===== config.mk =====
export PLATFORM = sky130hd
export DESIGN_NAME = bfc_back
export DESIGN_NICKNAME = d
export VERILOG_FILES = /design/src/hw/rtl/bfc_pkg.sv /design/src/hw/rtl/bfc_back.sv
export SDC_FILE = /design/constraint.sdc
export NUM_CORES = 2
export LEC_CHECK = 0
export BUFFER_PORTS_ARGS = -buffer_cell sky130_fd_sc_hd__buf_2
export CAP_MARGIN = 40
export CORE_MARGIN = 3
export CORE_UTILIZATION = 36
export DETAILED_ROUTE_END_ITERATION = 10
export GPL_TIMING_DRIVEN = 0
export PLACE_DENSITY = 0.52
export SLEW_MARGIN = 30
export SYNTH_ARGS = -nofsm -noshare
export SYNTH_HDL_FRONTEND = slang
export SYNTH_SLANG_ARGS = --single-unit

===== constraint.sdc =====
create_clock -name clk -period 8.79 [get_ports clk]
set_input_delay 1.758 -clock clk [delete_from_list [all_inputs] [get_ports clk]]
set_output_delay 1.758 -clock clk [all_outputs]
set_load 0.02 [all_outputs]

===== src/hw/rtl/bfc_pkg.sv =====
// bfc_pkg: shared types, widths and constants of the 3x3 box filter
// depends on nothing; imported by every module of the filter
`default_nettype none

package bfc_pkg;

  // largest image side the line buffers hold
  localparam int MAX_SIDE = 512;
  localparam int POS_W    = $clog2(MAX_SIDE);
  localparam int CHAN_W   = 16;
  localparam int SIDE_W   = 10;
  localparam int SUM_W    = CHAN_W + 4;
  localparam int CNT_W    = 4;

  // apb register map
  localparam int PADDR_W = 2;
  localparam int PDATA_W = 32;
  localparam logic [PADDR_W-1:0] ADDR_IMAGE_SIDE = 2'd0;
  localparam logic [SIDE_W-1:0]  IMAGE_SIDE_RST  = 10'd512;

  // result queue between the window front and the divide back
  localparam int QUEUE_DEPTH = 4;
  localparam int QPTR_W      = $clog2(QUEUE_DEPTH);
  localparam int QFILL_W     = $clog2(QUEUE_DEPTH + 1);

  // job codes, in raster order of the results one pixel releases
  localparam logic [1:0] JOB_UP_LEFT = 2'd0;
  localparam logic [1:0] JOB_UP      = 2'd1;
  localparam logic [1:0] JOB_LEFT    = 2'd2;
  localparam logic [1:0] JOB_HERE    = 2'd3;

  // reciprocals, exact floor for sums below 2**20 and counts up to nine
  localparam int RCP_SHIFT = 24;
  localparam int RCP_W     = RCP_SHIFT + 1;
  localparam logic [RCP_W-1:0] RCP_1 = RCP_W'(1 << RCP_SHIFT);
  localparam logic [RCP_W-1:0] RCP_2 = RCP_W'((1 << RCP_SHIFT) / 2);
  localparam logic [RCP_W-1:0] RCP_3 = RCP_W'(((1 << RCP_SHIFT) + 2) / 3);
  localparam logic [RCP_W-1:0] RCP_4 = RCP_W'((1 << RCP_SHIFT) / 4);
  localparam logic [RCP_W-1:0] RCP_6 = RCP_W'(((1 << RCP_SHIFT) + 5) / 6);
  localparam logic [RCP_W-1:0] RCP_9 = RCP_W'(((1 << RCP_SHIFT) + 8) / 9);

  typedef struct packed {
    logic [CHAN_W-1:0] in_red;
    logic [CHAN_W-1:0] in_green;
    logic [CHAN_W-1:0] in_blue;
  } pix_in_t;

  typedef struct packed {
    logic [CHAN_W-1:0] out_red;
    logic [CHAN_W-1:0] out_green;
    logic [CHAN_W-1:0] out_blue;
    logic [POS_W-1:0]  out_row;
    logic [POS_W-1:0]  out_col;
    logic              run_last;
    logic              frame_end;
  } pix_out_t;

  typedef struct packed {
    logic [CHAN_W-1:0] blue;
    logic [CHAN_W-1:0] green;
    logic [CHAN_W-1:0] red;
  } pixel_t;

  typedef struct packed {
    logic [SUM_W-1:0] sum_red;
    logic [SUM_W-1:0] sum_green;
    logic [SUM_W-1:0] sum_blue;
    logic [CNT_W-1:0] count;
    logic [POS_W-1:0] row;
    logic [POS_W-1:0] col;
    logic             run_last;
    logic             frame_end;
  } job_t;

  typedef struct packed {
    logic full;
    logic empty;
  } q_stat_t;

  function automatic logic [RCP_W-1:0] recip_of(input logic [CNT_W-1:0] n);
    logic [RCP_W-1:0] m;
    unique case (n)
      4'd2:    m = RCP_2;
      4'd3:    m = RCP_3;
      4'd4:    m = RCP_4;
      4'd6:    m = RCP_6;
      4'd9:    m = RCP_9;
      default: m = RCP_1;
    endcase
    return m;
  endfunction

endpackage

`default_nettype wire


===== src/hw/rtl/bfc_back.sv =====
// bfc_back: divides window sums by the window count into the result register
// depends on bfc_pkg; drains bfc_queue
`default_nettype none

module bfc_back import bfc_pkg::*; (
  input  logic     clk,
  input  logic     rst,
  input  job_t     head,
  input  q_stat_t  q_stat,
  output logic     pop,
  output logic     res_valid,
  input  logic     res_ready,
  output pix_out_t res
);

  logic [RCP_W-1:0]       rcp;
  logic [SUM_W+RCP_W-1:0] prod_r;
  logic [SUM_W+RCP_W-1:0] prod_g;
  logic [SUM_W+RCP_W-1:0] prod_b;

  assign pop    = !q_stat.empty && (!res_valid || res_ready);
  assign rcp    = recip_of(head.count);
  assign prod_r = (SUM_W+RCP_W)'(head.sum_red)   * (SUM_W+RCP_W)'(rcp);
  assign prod_g = (SUM_W+RCP_W)'(head.sum_green) * (SUM_W+RCP_W)'(rcp);
  assign prod_b = (SUM_W+RCP_W)'(head.sum_blue)  * (SUM_W+RCP_W)'(rcp);

  always_ff @(posedge clk) begin
    if (rst) begin
      res_valid <= 1'b0;
    end else if (pop) begin
      res_valid <= 1'b1;
    end else if (res_ready) begin
      res_valid <= 1'b0;
    end
  end

  always_ff @(posedge clk) begin
    if (pop) begin
      res.out_red   <= prod_r[RCP_SHIFT +: CHAN_W];
      res.out_green <= prod_g[RCP_SHIFT +: CHAN_W];
      res.out_blue  <= prod_b[RCP_SHIFT +: CHAN_W];
      res.out_row   <= head.row;
      res.out_col   <= head.col;
      res.run_last  <= head.run_last;
      res.frame_end <= head.frame_end;
    end
  end

endmodule

`default_nettype wire


==> results.ini <==
[run_status]
status = complete, no violations

[timing]
drv_slew = 0
fmax_ghz = 0.116
slew_headroom_pct = 43.4
tightestPinTransition_ps = 849
worst_slack_ps = 164
period_share_pct = 98.1
tns_ps = 0
setup-violations-final = 0
hold_violations = 0
finalClockSkew_ps = 18.4
finalCriticalPeriod_ps = 8630

[worst_setup_path]
crit_start = head[22]
path_max_fanout = 6
path_class = in -> reg
worst_ep_required_time_ps = 8950
endpoint_kind = register
start_kind = primary input
cp_data_arrival_time_ps = 8780
reg2reg_from = res_valid

[floorplanning]
dieArea_um2 = 102000
initial_core_util_pct = 36.4
core_area_um2 = 97000
io_pins = 159
row_count = 114
die_width_um = 319
die_h_um = 319

[global_route]
grt_max_degree = 23
antenna_found_initial = 17
grt_pass1_wl_um = 166000
gr-total-overflow = 0
grt_pass1_vias = 26700
track_usage_pct = 22.0

[power_and_ir_drop]
finalPower_uw = 5050
power_density_nw_per_um2 = 127
swShare_pct = 51.7
p_leak_uw = 0.0221
switchingPower_uw = 2610
power.internal_uw = 2440
peakVddDrop_v = 0.000184
combPwrFrac_pct = 80.2
pwr-share-seq_pct = 11.7
p_clk_share_pct = 8.0

[layout]
syn_to_final_growth_pct = 12.8
final_common_cell = inv_1
final_cell_mix = inv_1, fa_1, ha_1
num-nets-final = 5223
stdcell_area_um2 = 39800
seq_area_um2 = 2060
nFillCells = 9690
multi_input_area_um2 = 29300
drive_gt1_share_pct = 11.1

[cts]
clkTransAtPathRegs_ps = 80
numCtsBuffers = 9
tritoncts = done
clock_sinks = 69
clock_latency_ps = 420
cts_buffer_depth = 2
cts_root_buf = clkbuf_16
htree_levels = 3

[synthesis]
ys_ff_latch = 69
avgSynthCellArea_um2 = 9.80
synth-xor-area-share_pct = 2.21
yosys_warnings = 0
yosys.area.top_type_share_pct = 51.1
synth_mux_area_share_pct = 0
synthAdderAreaFrac_pct = 65.2
async_flop_share_pct = 0
synthCells = 3605
synth.distinct_cells = 64
syn-num-nets = 4994
synth_top_family_by_area = adder cells
synth_edf_count = 68
yosys_most_used_dff = edfxtp_1
synth-simple-area-share_pct = 8.65
synth_compound_area_share_pct = 4.58
syn_area_um2 = 35300
ys_seq_area_share_pct = 5.84
synthTopCellsByArea = fa_1, ha_1, inv_1
yosys.area.top_type = fa_1

[place]
place_congestion = 0.947
dp_slack_ps = -2780
place_area_um2 = 37900
dp_hpwl_um = 96800
portBuffers = 148

[drt]
wire_per_inst_um = 21.0
totalWireLength_um = 108000
ant_nets = 0
vias_per_cell = 4.69
firstDrtPassIters = 5
drt_first_iter_violations = 1493
drc = 0
num_vias = 24000

[worst_hold_path]
hp-start = res_valid
hold_class = reg -> reg

[run]
maxCapViolations = 0

-- cells in the mapped netlist (2+ instances only) --
master,number
o21ai_0,28
or3_1,5
xnor3_1,2
o211ai_1,7
a31oi_1,13
nor4_1,7
o31ai_1,2
nor2_1,36
a21oi_1,73
nand2b_1,9
a211oi_1,14
edfxtp_1,68
and2_1,170
o21a_1,9
clkbuf_2,2
fa_1,901
ha_1,399
clkbuf_1,57
nand2_1,317
inv_1,1210
nand3_1,20
nand4_1,16
or2_2,6
a21o_1,56
a21boi_0,3
a221oi_1,4
o221ai_1,3
nor3_1,11
nor2b_1,6
xnor2_1,59
buf_1,3
a22oi_1,3
xor2_1,25
and3_1,10
nor4b_1,3
nand3b_1,2
o21ai_1,9
o21bai_1,7
o22ai_1,3
a211o_1,3
-- final cells by class --
type,instances,area share (%)
clock inverters,7,0.188
plain buffers,57,1.29
well taps,1276,4.01
diodes,10,0.0628
flip-flops and latches,69,5.18
inverters,1210,11.4
repair buffers,223,3.79
multi-input cells,2264,73.5
clock buffers,9,0.565
-- worst paths after layout --
kind	depth (start not counted)	end	slack [ps]
worst max-delay path	28	res[50]	160
worst min-delay path	2	res_valid	510
worst max register to register	4	res[43]	7100
worst min register to register	2	res_valid	510
-- power by group through the flow --
| stage | Combinational, uW | Clock (uW) | Sequential (uW) |
|---|---|---|---|
| final | 4050 | 404 | 593 |
| after global routing | 4640 | 440 | 607 |
| after CTS | 3930 | 432 | 596 |
| after detailed placement | 3790 | 0 | 600 |
| after global placement | 3790 | 0 | 604 |
| after floorplan | 2570 | 0 | 757 |
-- flip-flops by register name, indices dropped and copies added, names as in the netlist --
register,cells
res_valid,1
res,68
-- per-layer routing --
layer / GRT usage (%) / vias to the layer above / part of all wire [%]
met5: 0 / - / 0.054
met4: 5.56 / 10 / 2.5
met3: 4.46 / 128 / 6.9
met2: 34.3 / 592 / 45
met1: 31.5 / 12300 / 45
li1: - / 11000 / -
-- metrics by stage --
step	util, %	std cells	hold slack (ps)
floorplan	-	3605	557
global placement	38.8	5029	471
detailed placement	39.1	5048	506
CTS	40.2	5086	519
global route	41.0	5115	532
finish	41.1	5125	507
-- kinds of logic after synthesis --
logic type                 count (synthesis)
adders and majority gates               1300
buffers and inverters                   1272
and+or+nand+nor                          629
AOI/OAI and AO/OA                        249
xor gates and xnor gates                  86
DFF                                       69
-- worst max-delay path, stage by stage --
cell       delay (ps)
clkbuf_4          160
nand2b_4          200
a21oi_4           190
clkbuf_16         180
clkbuf_8          170
buf_8             150
nand2_1           110
fa_2              570
inv_1              60
fa_1              410
fa_2              620
inv_1              70
fa_1              480
inv_1              60
fa_1              480
fa_1              490
inv_1              50
fa_1              490
inv_1              40
ha_1              310
nand4_1           140
or3_4             350
a2111o_1          380
o21ai_2           210
o21ai_4           120
o21ai_4           180
a41oi_2           170
xnor2_1           160
-- repair_timing --
action / in CTS / in global routing
resized for setup: 144 / 159
hold buffers: 0 / 0
pin swaps: 23 / 58
setup endpoints to repair: 48 / 39
setup buffers: 24 / 31
gates cloned: 0 / 1
Power figures use the tool's default switching activity.
