[src/hw/rtl/bfc_pkg.sv]
// bfc_pkg: shared types, widths and constants of the 3x3 box filter
// depends on nothing; imported by every module of the filter
`default_nettype none

package bfc_pkg;

  // largest image side the line buffers hold
  localparam int MAX_SIDE = 512;
  localparam int POS_W    = $clog2(MAX_SIDE);
  localparam int CHAN_W   = 16;
  localparam int SIDE_W   = 10;
  localparam int SUM_W    = CHAN_W + 4;
  localparam int CNT_W    = 4;

  // apb register map
  localparam int PADDR_W = 2;
  localparam int PDATA_W = 32;
  localparam logic [PADDR_W-1:0] ADDR_IMAGE_SIDE = 2'd0;
  localparam logic [SIDE_W-1:0]  IMAGE_SIDE_RST  = 10'd512;

  // result queue between the window front and the divide back
  localparam int QUEUE_DEPTH = 4;
  localparam int QPTR_W      = $clog2(QUEUE_DEPTH);
  localparam int QFILL_W     = $clog2(QUEUE_DEPTH + 1);

  // job codes, in raster order of the results one pixel releases
  localparam logic [1:0] JOB_UP_LEFT = 2'd0;
  localparam logic [1:0] JOB_UP      = 2'd1;
  localparam logic [1:0] JOB_LEFT    = 2'd2;
  localparam logic [1:0] JOB_HERE    = 2'd3;

  // reciprocals, exact floor for sums below 2**20 and counts up to nine
  localparam int RCP_SHIFT = 24;
  localparam int RCP_W     = RCP_SHIFT + 1;
  localparam logic [RCP_W-1:0] RCP_1 = RCP_W'(1 << RCP_SHIFT);
  localparam logic [RCP_W-1:0] RCP_2 = RCP_W'((1 << RCP_SHIFT) / 2);
  localparam logic [RCP_W-1:0] RCP_3 = RCP_W'(((1 << RCP_SHIFT) + 2) / 3);
  localparam logic [RCP_W-1:0] RCP_4 = RCP_W'((1 << RCP_SHIFT) / 4);
  localparam logic [RCP_W-1:0] RCP_6 = RCP_W'(((1 << RCP_SHIFT) + 5) / 6);
  localparam logic [RCP_W-1:0] RCP_9 = RCP_W'(((1 << RCP_SHIFT) + 8) / 9);

  typedef struct packed {
    logic [CHAN_W-1:0] in_red;
    logic [CHAN_W-1:0] in_green;
    logic [CHAN_W-1:0] in_blue;
  } pix_in_t;

  typedef struct packed {
    logic [CHAN_W-1:0] out_red;
    logic [CHAN_W-1:0] out_green;
    logic [CHAN_W-1:0] out_blue;
    logic [POS_W-1:0]  out_row;
    logic [POS_W-1:0]  out_col;
    logic              run_last;
    logic              frame_end;
  } pix_out_t;

  typedef struct packed {
    logic [CHAN_W-1:0] blue;
    logic [CHAN_W-1:0] green;
    logic [CHAN_W-1:0] red;
  } pixel_t;

  typedef struct packed {
    logic [SUM_W-1:0] sum_red;
    logic [SUM_W-1:0] sum_green;
    logic [SUM_W-1:0] sum_blue;
    logic [CNT_W-1:0] count;
    logic [POS_W-1:0] row;
    logic [POS_W-1:0] col;
    logic             run_last;
    logic             frame_end;
  } job_t;

  typedef struct packed {
    logic full;
    logic empty;
  } q_stat_t;

  function automatic logic [RCP_W-1:0] recip_of(input logic [CNT_W-1:0] n);
    logic [RCP_W-1:0] m;
    unique case (n)
      4'd2:    m = RCP_2;
      4'd3:    m = RCP_3;
      4'd4:    m = RCP_4;
      4'd6:    m = RCP_6;
      4'd9:    m = RCP_9;
      default: m = RCP_1;
    endcase
    return m;
  endfunction

endpackage

`default_nettype wire

[src/hw/rtl/bfc_queue.sv]
// bfc_queue: short fifo of pending result jobs
// depends on bfc_pkg; sits between bfc_front and bfc_back
`default_nettype none

module bfc_queue import bfc_pkg::*; (
  input  logic    clk,
  input  logic    rst,
  input  logic    push,
  input  job_t    push_job,
  input  logic    pop,
  output job_t    head,
  output q_stat_t q_stat
);

  job_t               entries [QUEUE_DEPTH];
  logic [QPTR_W-1:0]  wr_ptr;
  logic [QPTR_W-1:0]  rd_ptr;
  logic [QFILL_W-1:0] fill;
  logic               do_push;
  logic               do_pop;

  assign q_stat.full  = (fill == QFILL_W'(QUEUE_DEPTH));
  assign q_stat.empty = (fill == '0);
  assign do_push      = push && !q_stat.full;
  assign do_pop       = pop && !q_stat.empty;
  assign head         = entries[rd_ptr];

  always_ff @(posedge clk) begin
    if (do_push) begin
      entries[wr_ptr] <= push_job;
    end
  end

  always_ff @(posedge clk) begin
    if (rst) begin
      wr_ptr <= '0;
      rd_ptr <= '0;
      fill   <= '0;
    end else begin
      if (do_push) begin
        wr_ptr <= wr_ptr + QPTR_W'(1);
      end
      if (do_pop) begin
        rd_ptr <= rd_ptr + QPTR_W'(1);
      end
      unique case ({do_push, do_pop})
        2'b10:   fill <= fill + QFILL_W'(1);
        2'b01:   fill <= fill - QFILL_W'(1);
        default: fill <= fill;
      endcase
    end
  end

endmodule

`default_nettype wire

[config.mk]
export PLATFORM = sky130hd
export DESIGN_NAME = bfc_queue
export DESIGN_NICKNAME = d
export VERILOG_FILES = /design/src/hw/rtl/bfc_pkg.sv /design/src/hw/rtl/bfc_queue.sv
export SDC_FILE = /design/constraint.sdc
export NUM_CORES = 1
export LEC_CHECK = 0
export BUFFER_PORTS_ARGS = -buffer_cell sky130_fd_sc_hd__buf_2
export CORE_MARGIN = 2
export CORE_UTILIZATION = 25
export CTS_BUF_LIST = sky130_fd_sc_hd__clkbuf_16
export DETAILED_ROUTE_END_ITERATION = 8
export GPL_ROUTABILITY_DRIVEN = 0
export PLACE_DENSITY_LB_ADDON = 0.2
export SETUP_SLACK_MARGIN = 0.3
export SLEW_MARGIN = 20
export SYNTH_ARGS = -nofsm -noshare
export SYNTH_HDL_FRONTEND = slang
export SYNTH_SLANG_ARGS = --single-unit
[constraint.sdc]
create_clock -name clk -period 3.4 [get_ports clk]
set_input_delay 0.68 -clock clk [delete_from_list [all_inputs] [get_ports clk]]
set_output_delay 0.68 -clock clk [all_outputs]
set_load 0.02 [all_outputs]
==> results of run 1 <==
==> worst max-delay path, delay by kind of cell, from the launching register on <==
kind	cells	cell delay, ns
flip-flops	1	0.37
buffers and inverters	2	0.54
multiplexers	1	0.57
==> Yosys cell counts, types with 3 or more instances <==
cell and number:
buf_2 7, buf_6 7, mux4_2 84, o21ai_0 3, ha_1 5, or3_1 3
inv_1 8, a21oi_1 4, nor2_1 6, dfxtp_1 9, and2_1 4, edfxtp_1 336
xor2_1 3
==> routing by layer <==
metal  up-vias  wire length, microns  GRT usage [%]
met4         2                   604           3.10
met1      2974                 11400           12.9
met3        42                  1740           3.64
met5         -                    14              0
li1       2521                     -              -
met2       125                 12400           16.2
==> where the power goes <==
| group | switching, mW | internal (mW) |
|---|---|---|
| clock | 1.61 | 2.32 |
| sequential | 0.108 | 5.08 |
| combinational | 1.67 | 1.21 |
| total | 3.39 | 8.61 |
==> worst paths after layout <==
check                                  start        endpoint  slack [ns]  cells past startpoint
worst max register to register       fill[2]         fill[2]        1.05                      9
worst min register to register     rd_ptr[1]            flop        0.49                      2
worst max-delay path                    flop        head[12]        0.61                      3
worst min-delay path            push_job[82]  entries[1][82]        0.36                      1
==> state kept, by name (all words and copies together), names as in the netlist, named ones only <==
| signal | cells |
|---|---|
| fill | 3 |
| rd_ptr | 2 |
| wr_ptr | 2 |
| entries | 336 |
==> cells by family after synthesis <==
kind of cell | share of synthesized area, %
flops | 81.6
mux | 15.1
buf+inv | 1.35
simple gates | 0.755
compound gates | 0.338
fa+ha+maj | 0.656
xor+xnor | 0.209
==> per-stage QoR <==
| step | hold WS [ns] | power [mW] | instances | setup WS [ns] | util (%) |
|---|---|---|---|---|---|
| 3_5_place_dp | 0.485 | 8.27 | 1331 | 0.983 | 28.8 |
| 2_1_floorplan | 0.459 | 7.29 | 492 | 0.870 | - |
| 4_1_cts | 0.314 | 12.3 | 1401 | 0.512 | 31.2 |
| 6_report | 0.358 | 12.0 | 1403 | 0.609 | 31.2 |
| 5_1_grt | 0.325 | 12.6 | 1401 | 0.467 | 31.2 |
| 3_3_place_gp | 0.469 | 8.26 | 1331 | 0.993 | 28.8 |
==> layout by cell type, fill, tap and decap left out, types with 5 or more instances in the layout <==
cell type and n:
nor2_1 6, buf_2 173, buf_12 10, dfxtp_1 7, edfxtp_1 336, clkinv_1 10, ha_1 5, inv_1 19
mux4_2 84, clkbuf_16 41
==> layout make-up <==
type                            instances  share of cell area, %
Inverter                                8                  0.192
Antenna cell                            2                 0.0321
Clock inverter                         29                   1.13
Timing Repair Buffer                  186                   6.98
Clock buffer                           41                   6.58
Tap cell                              672                   5.39
Sequential cell                       345                   65.9
Multi-Input combinational cell        120                   13.8
==> impl_results.md, run 1 <==
- Worst-Margin Slew: just under 0.5 ns
- Yosys warns: 0
- Vias in the first global route: 6,356
- Cell count after synthesis: roughly 490
- Die Y: 228 microns
- Final worst path period share: roughly 82%
- Share of layout cells above drive strength 1: roughly 45%
- Design area: 15,600 sq um
- Status: completed
- DR vias: about 5,700
- Routed wire length: 26,100 microns
- # setup viols final: 0
- Post-DRT Antenna Nets: 0
- # rows: 82
- CP arrival: 2.11 ns
- Leading area contributor after synthesis: edfxtp_1
- Worst vdd ir: 363 uV
- Top_reg_cell synth: edfxtp_1
- CTS tree: built
- Post-detail-place hpwl: 14,800 microns
- Yosys reg bits: 345
- Clock Skew: approximately 0.015 ns
- Clk pin slew, worst setup/hold paths: 0.06 ns
- Die area: 52,200 sq um
- CTS Sinks: about 350
- Ys async rst share: 0%
- FILL cells: 4,848
- Worst path slowest cell: mux4_2
- Placeable Area: 50,000 sq um
- Total clock buffers created by CTS: 39
- Drc violations: 0
- Mapped cell area: 12,600 sq um
- Distinct cells, synth: 23
- Tmin final: 2.79 ns
- Number of top-level pins: 174
- Die X-Extent: between 200 and 250 microns
- Syn nets: 586
- # port buffers: approximately 170
- Kind of start point of the critical path: flop
- Resized Gates After CTS: 0
- Number of vias per cell: 4.04
- Clk root buf: clkbuf_16
- CP Cell Sequence: buf_12, mux4_2, buf_2
- Worst path required time: 2.72 ns
- RSZ-0062 raised after global routing: false
- WL per Instance: 18.6 microns
- GRT Residual Overflow: 0
- Layout area overhead: 23.9%
- Largest net degree at the start of global routing: 51
- Synth top area share: 80.2%
- Ranking of synthesized cells by area: edfxtp_1 (80%), mux4_2 (15%), dfxtp_1 (1.4%)
- Maximum clock rate: 358 MHz
- Layout Nets: 794
- First-pass GRT wire length: 39,700 microns
- Number of synthesized flops with an enable pin: 336
- Slew margin rel.: 67.3%
- Critical path class: flop to primary output
- Critical Path End Type: primary output
- Critical Path Max Stage Delay: approximately 0.57 ns
- Hold bufs inserted after CTS: 0
- Leak: 5.14 nW
- # Max-Cap Violations: 0
- Setup_tns: 0 ns
- Avg Cell Area, Syn: 25.6 sq um
- Final Hold Vio Count: 0
- Seq/Total Area, Yosys: 81.6%
- Multi-input gate area: 2160 sq um
- CP Max Fanout: 50
- Max-slew violations: 0
- Setup repair bufs after CTS: 0
- Hold Crit Class: primary input to flop
- First-pass DRT Iterations: 5
- H-tree depth: 2
- Clk buf depth: 3
- P per Cell Area: around 770 nW/um^2
- Initial core utilization: 25.2%
- Total track usage: about a tenth
- Storage cell area: ~10,000 sq um
- DR iter-0 viols: between 200 and 300
- Antenna violations before repair: 2
- Worst skew pair latency: 0.54 ns
- Dpl cell area: 14,400 sq um
Note: power is estimated with default switching activity, not from simulation.
==> run 2: changes to the inputs <==
--- a/config.mk
+++ b/config.mk
@@ -5,6 +5,7 @@
 export SDC_FILE = /design/constraint.sdc
 export NUM_CORES = 1
 export LEC_CHECK = 0
+export ABC_AREA = 1
 export BUFFER_PORTS_ARGS = -buffer_cell sky130_fd_sc_hd__buf_2
 export CORE_MARGIN = 2
 export CORE_UTILIZATION = 25
==> constraint.sdc (replaced) <==
create_clock -name clk -period 2.9 [get_ports clk]
set_input_delay 0.58 -clock clk [delete_from_list [all_inputs] [get_ports clk]]
set_output_delay 0.58 -clock clk [all_outputs]
set_load 0.02 [all_outputs]
==> impl_results.md, run 2 <==
- Drc violations: 0
- Final worst path period share: around 86%
- Die Y: approximately 240 microns
- Yosys warns: 0
- Biggest register: entries
- # Max-Cap Violations: 0
- Distinct cells, synth: 21
- Mapped cell area: 13,600 sq um
- Routed wire length: 36,800 microns
- Clk pin slew, worst setup/hold paths: 0.06 ns
- CTS tree: built
- CTS Sinks: 345
- Routed wl met3: 1820 microns
- Cell count after synthesis: 882
- Worst skew pair latency: approximately 0.55 ns
- Max-slew violations: 0
- Power Total: 15.1 mW
- DR iter-0 viols: 505
- # setup viols final: 0
- Worst path required time: 2.32 ns
- Seq/Total Area, Yosys: 75.7%
- Hold bufs inserted after CTS: 0
- Setup_tns: 0 ns
- Critical Path End Type: primary output
- Die area: 56,100 sq um
- Commonest non-fill, non-tap cell in the layout: edfxtp_1
- Clock Skew: ~0.019 ns
- Worst Reg-to-Reg Cells: 12
- Avg Cell Area, Syn: approximately 15 sq um
- Ranking of synthesized cells by area: edfxtp_1 (74%), o21ai_0 (4.9%), nor2_1 (3.8%)
- Worst vdd ir: 618 uV
- Post-detail-place hpwl: 18,300 microns
- Kind of start point of the critical path: flop
- Antenna violations before repair: 4
- Initial core utilization: roughly a quarter
- Top Metal Used: met5
- Total track usage: 11.8%
- Most frequent cells in the layout: edfxtp_1 (336), buf_2 (172), nor2_1 (134), o21ai_0 (125), clkbuf_16 (47)
- Ys async rst share: 0%
- Critical path class: flop to primary output
- Utilization after layout: 31.5%
- Synth top area share: 74.4%
- Number of synthesized flops with an enable pin: around 340
- First-pass GRT wire length: approximately 50,000 microns
- Design area: 16,900 sq um
- Wire length on met1: 17,000 microns
- Maximum clock rate: 400 MHz
- RSZ-0062 raised after global routing: false
- GRT Residual Overflow: 0
- Placeable Area: 53,700 sq um
- WL per Instance: 20.3 microns
- Hold Path Cell Cnt: 1
- Syn nets: just under 1,000
- # port buffers: 173
- DR WL met2: 17,300 microns
- Worst-Margin Slew: 0.507 ns
- Top_reg_cell synth: edfxtp_1
- Status: completed
- Layout area overhead: 24.7%
- Cells after DPL: 1,720
- Biggest regs: entries x336, fill x3
- First-pass DRT Iterations: 4
- FILL cells: 5,288
- Ant diodes: 0
- CP arrival: 1.92 ns
- Hold Crit Class: primary input to flop
- Dpl cell area: approximately 15,000 sq um
- Largest net degree at the start of global routing: 87
- CP Max Fanout: 21
- Max reg flops: 336
- Clk root buf: clkbuf_16
- Final Hold Vio Count: 0
- Synth cell count leaders: edfxtp_1 (336), nor2_1 (138), o21ai_0 (134)
- Final std cells w/o fill: 1,811
- Yosys reg bits: 345
- H-tree depth: 2
- Post-DRT Antenna Nets: 0
- Die X-Extent: about 240 microns
- Share of layout cells above drive strength 1: around a third
- Leading area contributor after synthesis: edfxtp_1
- Layout Nets: 1,181
- Number of top-level pins: between 150 and 200
- Slew margin rel.: 66.2%
- Leak: 5.81 nW
- Cell with the most instances after synthesis: edfxtp_1
- Number of vias per cell: approximately 4.4
- Clk buf depth: 3
- # rows: 85
- Total clock buffers created by CTS: 40
- Tmin final: 2.50 ns
- Vias in the first global route: 7,712
- P per Cell Area: 893 nW/um^2
- DR vias: 7,982
-- run 2: cell count changes after synthesis, sizes merged, moves of 2 or more --
cell	delta
or3	-3
xor2	-3
nor2	+172
inv	+12
mux4	-84
clkbuf	+25
nand2b	-2
o21ai	+167
buf	+10
o22ai	+84
nand2	+14
nand3	+5
and2	-4
-- run 2: report_power, final --
group,internal [mW],switching [mW],total [mW]
Sequential,5.92,0.107,6.03
Combinational,1.50,3.00,4.51
Clock,2.60,1.96,4.56
Total,10.0,5.07,15.1
-- run 2: per-stage QoR --
step / setup slack (ns) / hold WS (ns)
after detailed placement: 0.711 / 0.508
after floorplan: -0.491 / 0.459
after global routing: 0.292 / 0.203
final: 0.401 / 0.245
after global placement: 0.661 / 0.506
after CTS: 0.231 / 0.196
-- run 2: cell type report --
cell class	count	area, sq um	area share (%)
tap	696	871	5.15
clock inverter	28	133	0.784
clock buffer	42	1050	6.21
sequential	345	10300	60.8
multi-input combinational	463	2900	17.1
inverter	20	103	0.607
timing repair inverter	2	22.5	0.133
timing repair buffer	215	1560	9.22
-- run 2: layer usage --
layer	vias up	global-route usage, %
li1	3735	-
met1	4029	15.8
met2	160	18.5
met3	52	3.38
met4	6	3.28
met5	-	0
-- run 2: path summary, 6_finish.rpt --
kind         slack [ns]         start              to
min reg2reg        0.51     wr_ptr[0]       wr_ptr[0]
max reg2reg        0.84       fill[1]         fill[2]
min                0.24  push_job[68]  entries[2][68]
max                0.40          flop        head[59]
-- run 2: cell families (layout without fill, tap and decap cells) --
logic type | count (synthesis) | after routing | synth area share (%)
adder cells (fa/ha/maj) | 6 | 6 | 0.609
AO/OA/AOI/OAI | 259 | 259 | 12.6
AND/OR/NAND/NOR | 198 | 198 | 7.74
buffers and inverters | 74 | 307 | 3.30
flip-flops | 345 | 345 | 75.7
-- run 2: critical path, stage by stage (launching register included) --
cell	delay, ns
dfxtp_4	0.40
buf_4	0.13
buf_12	0.09
clkbuf_16	0.20
o21ai_0	0.11
o22ai_1	0.21
buf_2	0.21
-- run 2: what timing repair did --
item	4_1_cts	5_1_grt
endpoints found under the setup margin	56	80
gates resized for setup	7	23
gates cloned	0	10
endpoints found under the hold margin	0	0
setup buffers	0	11
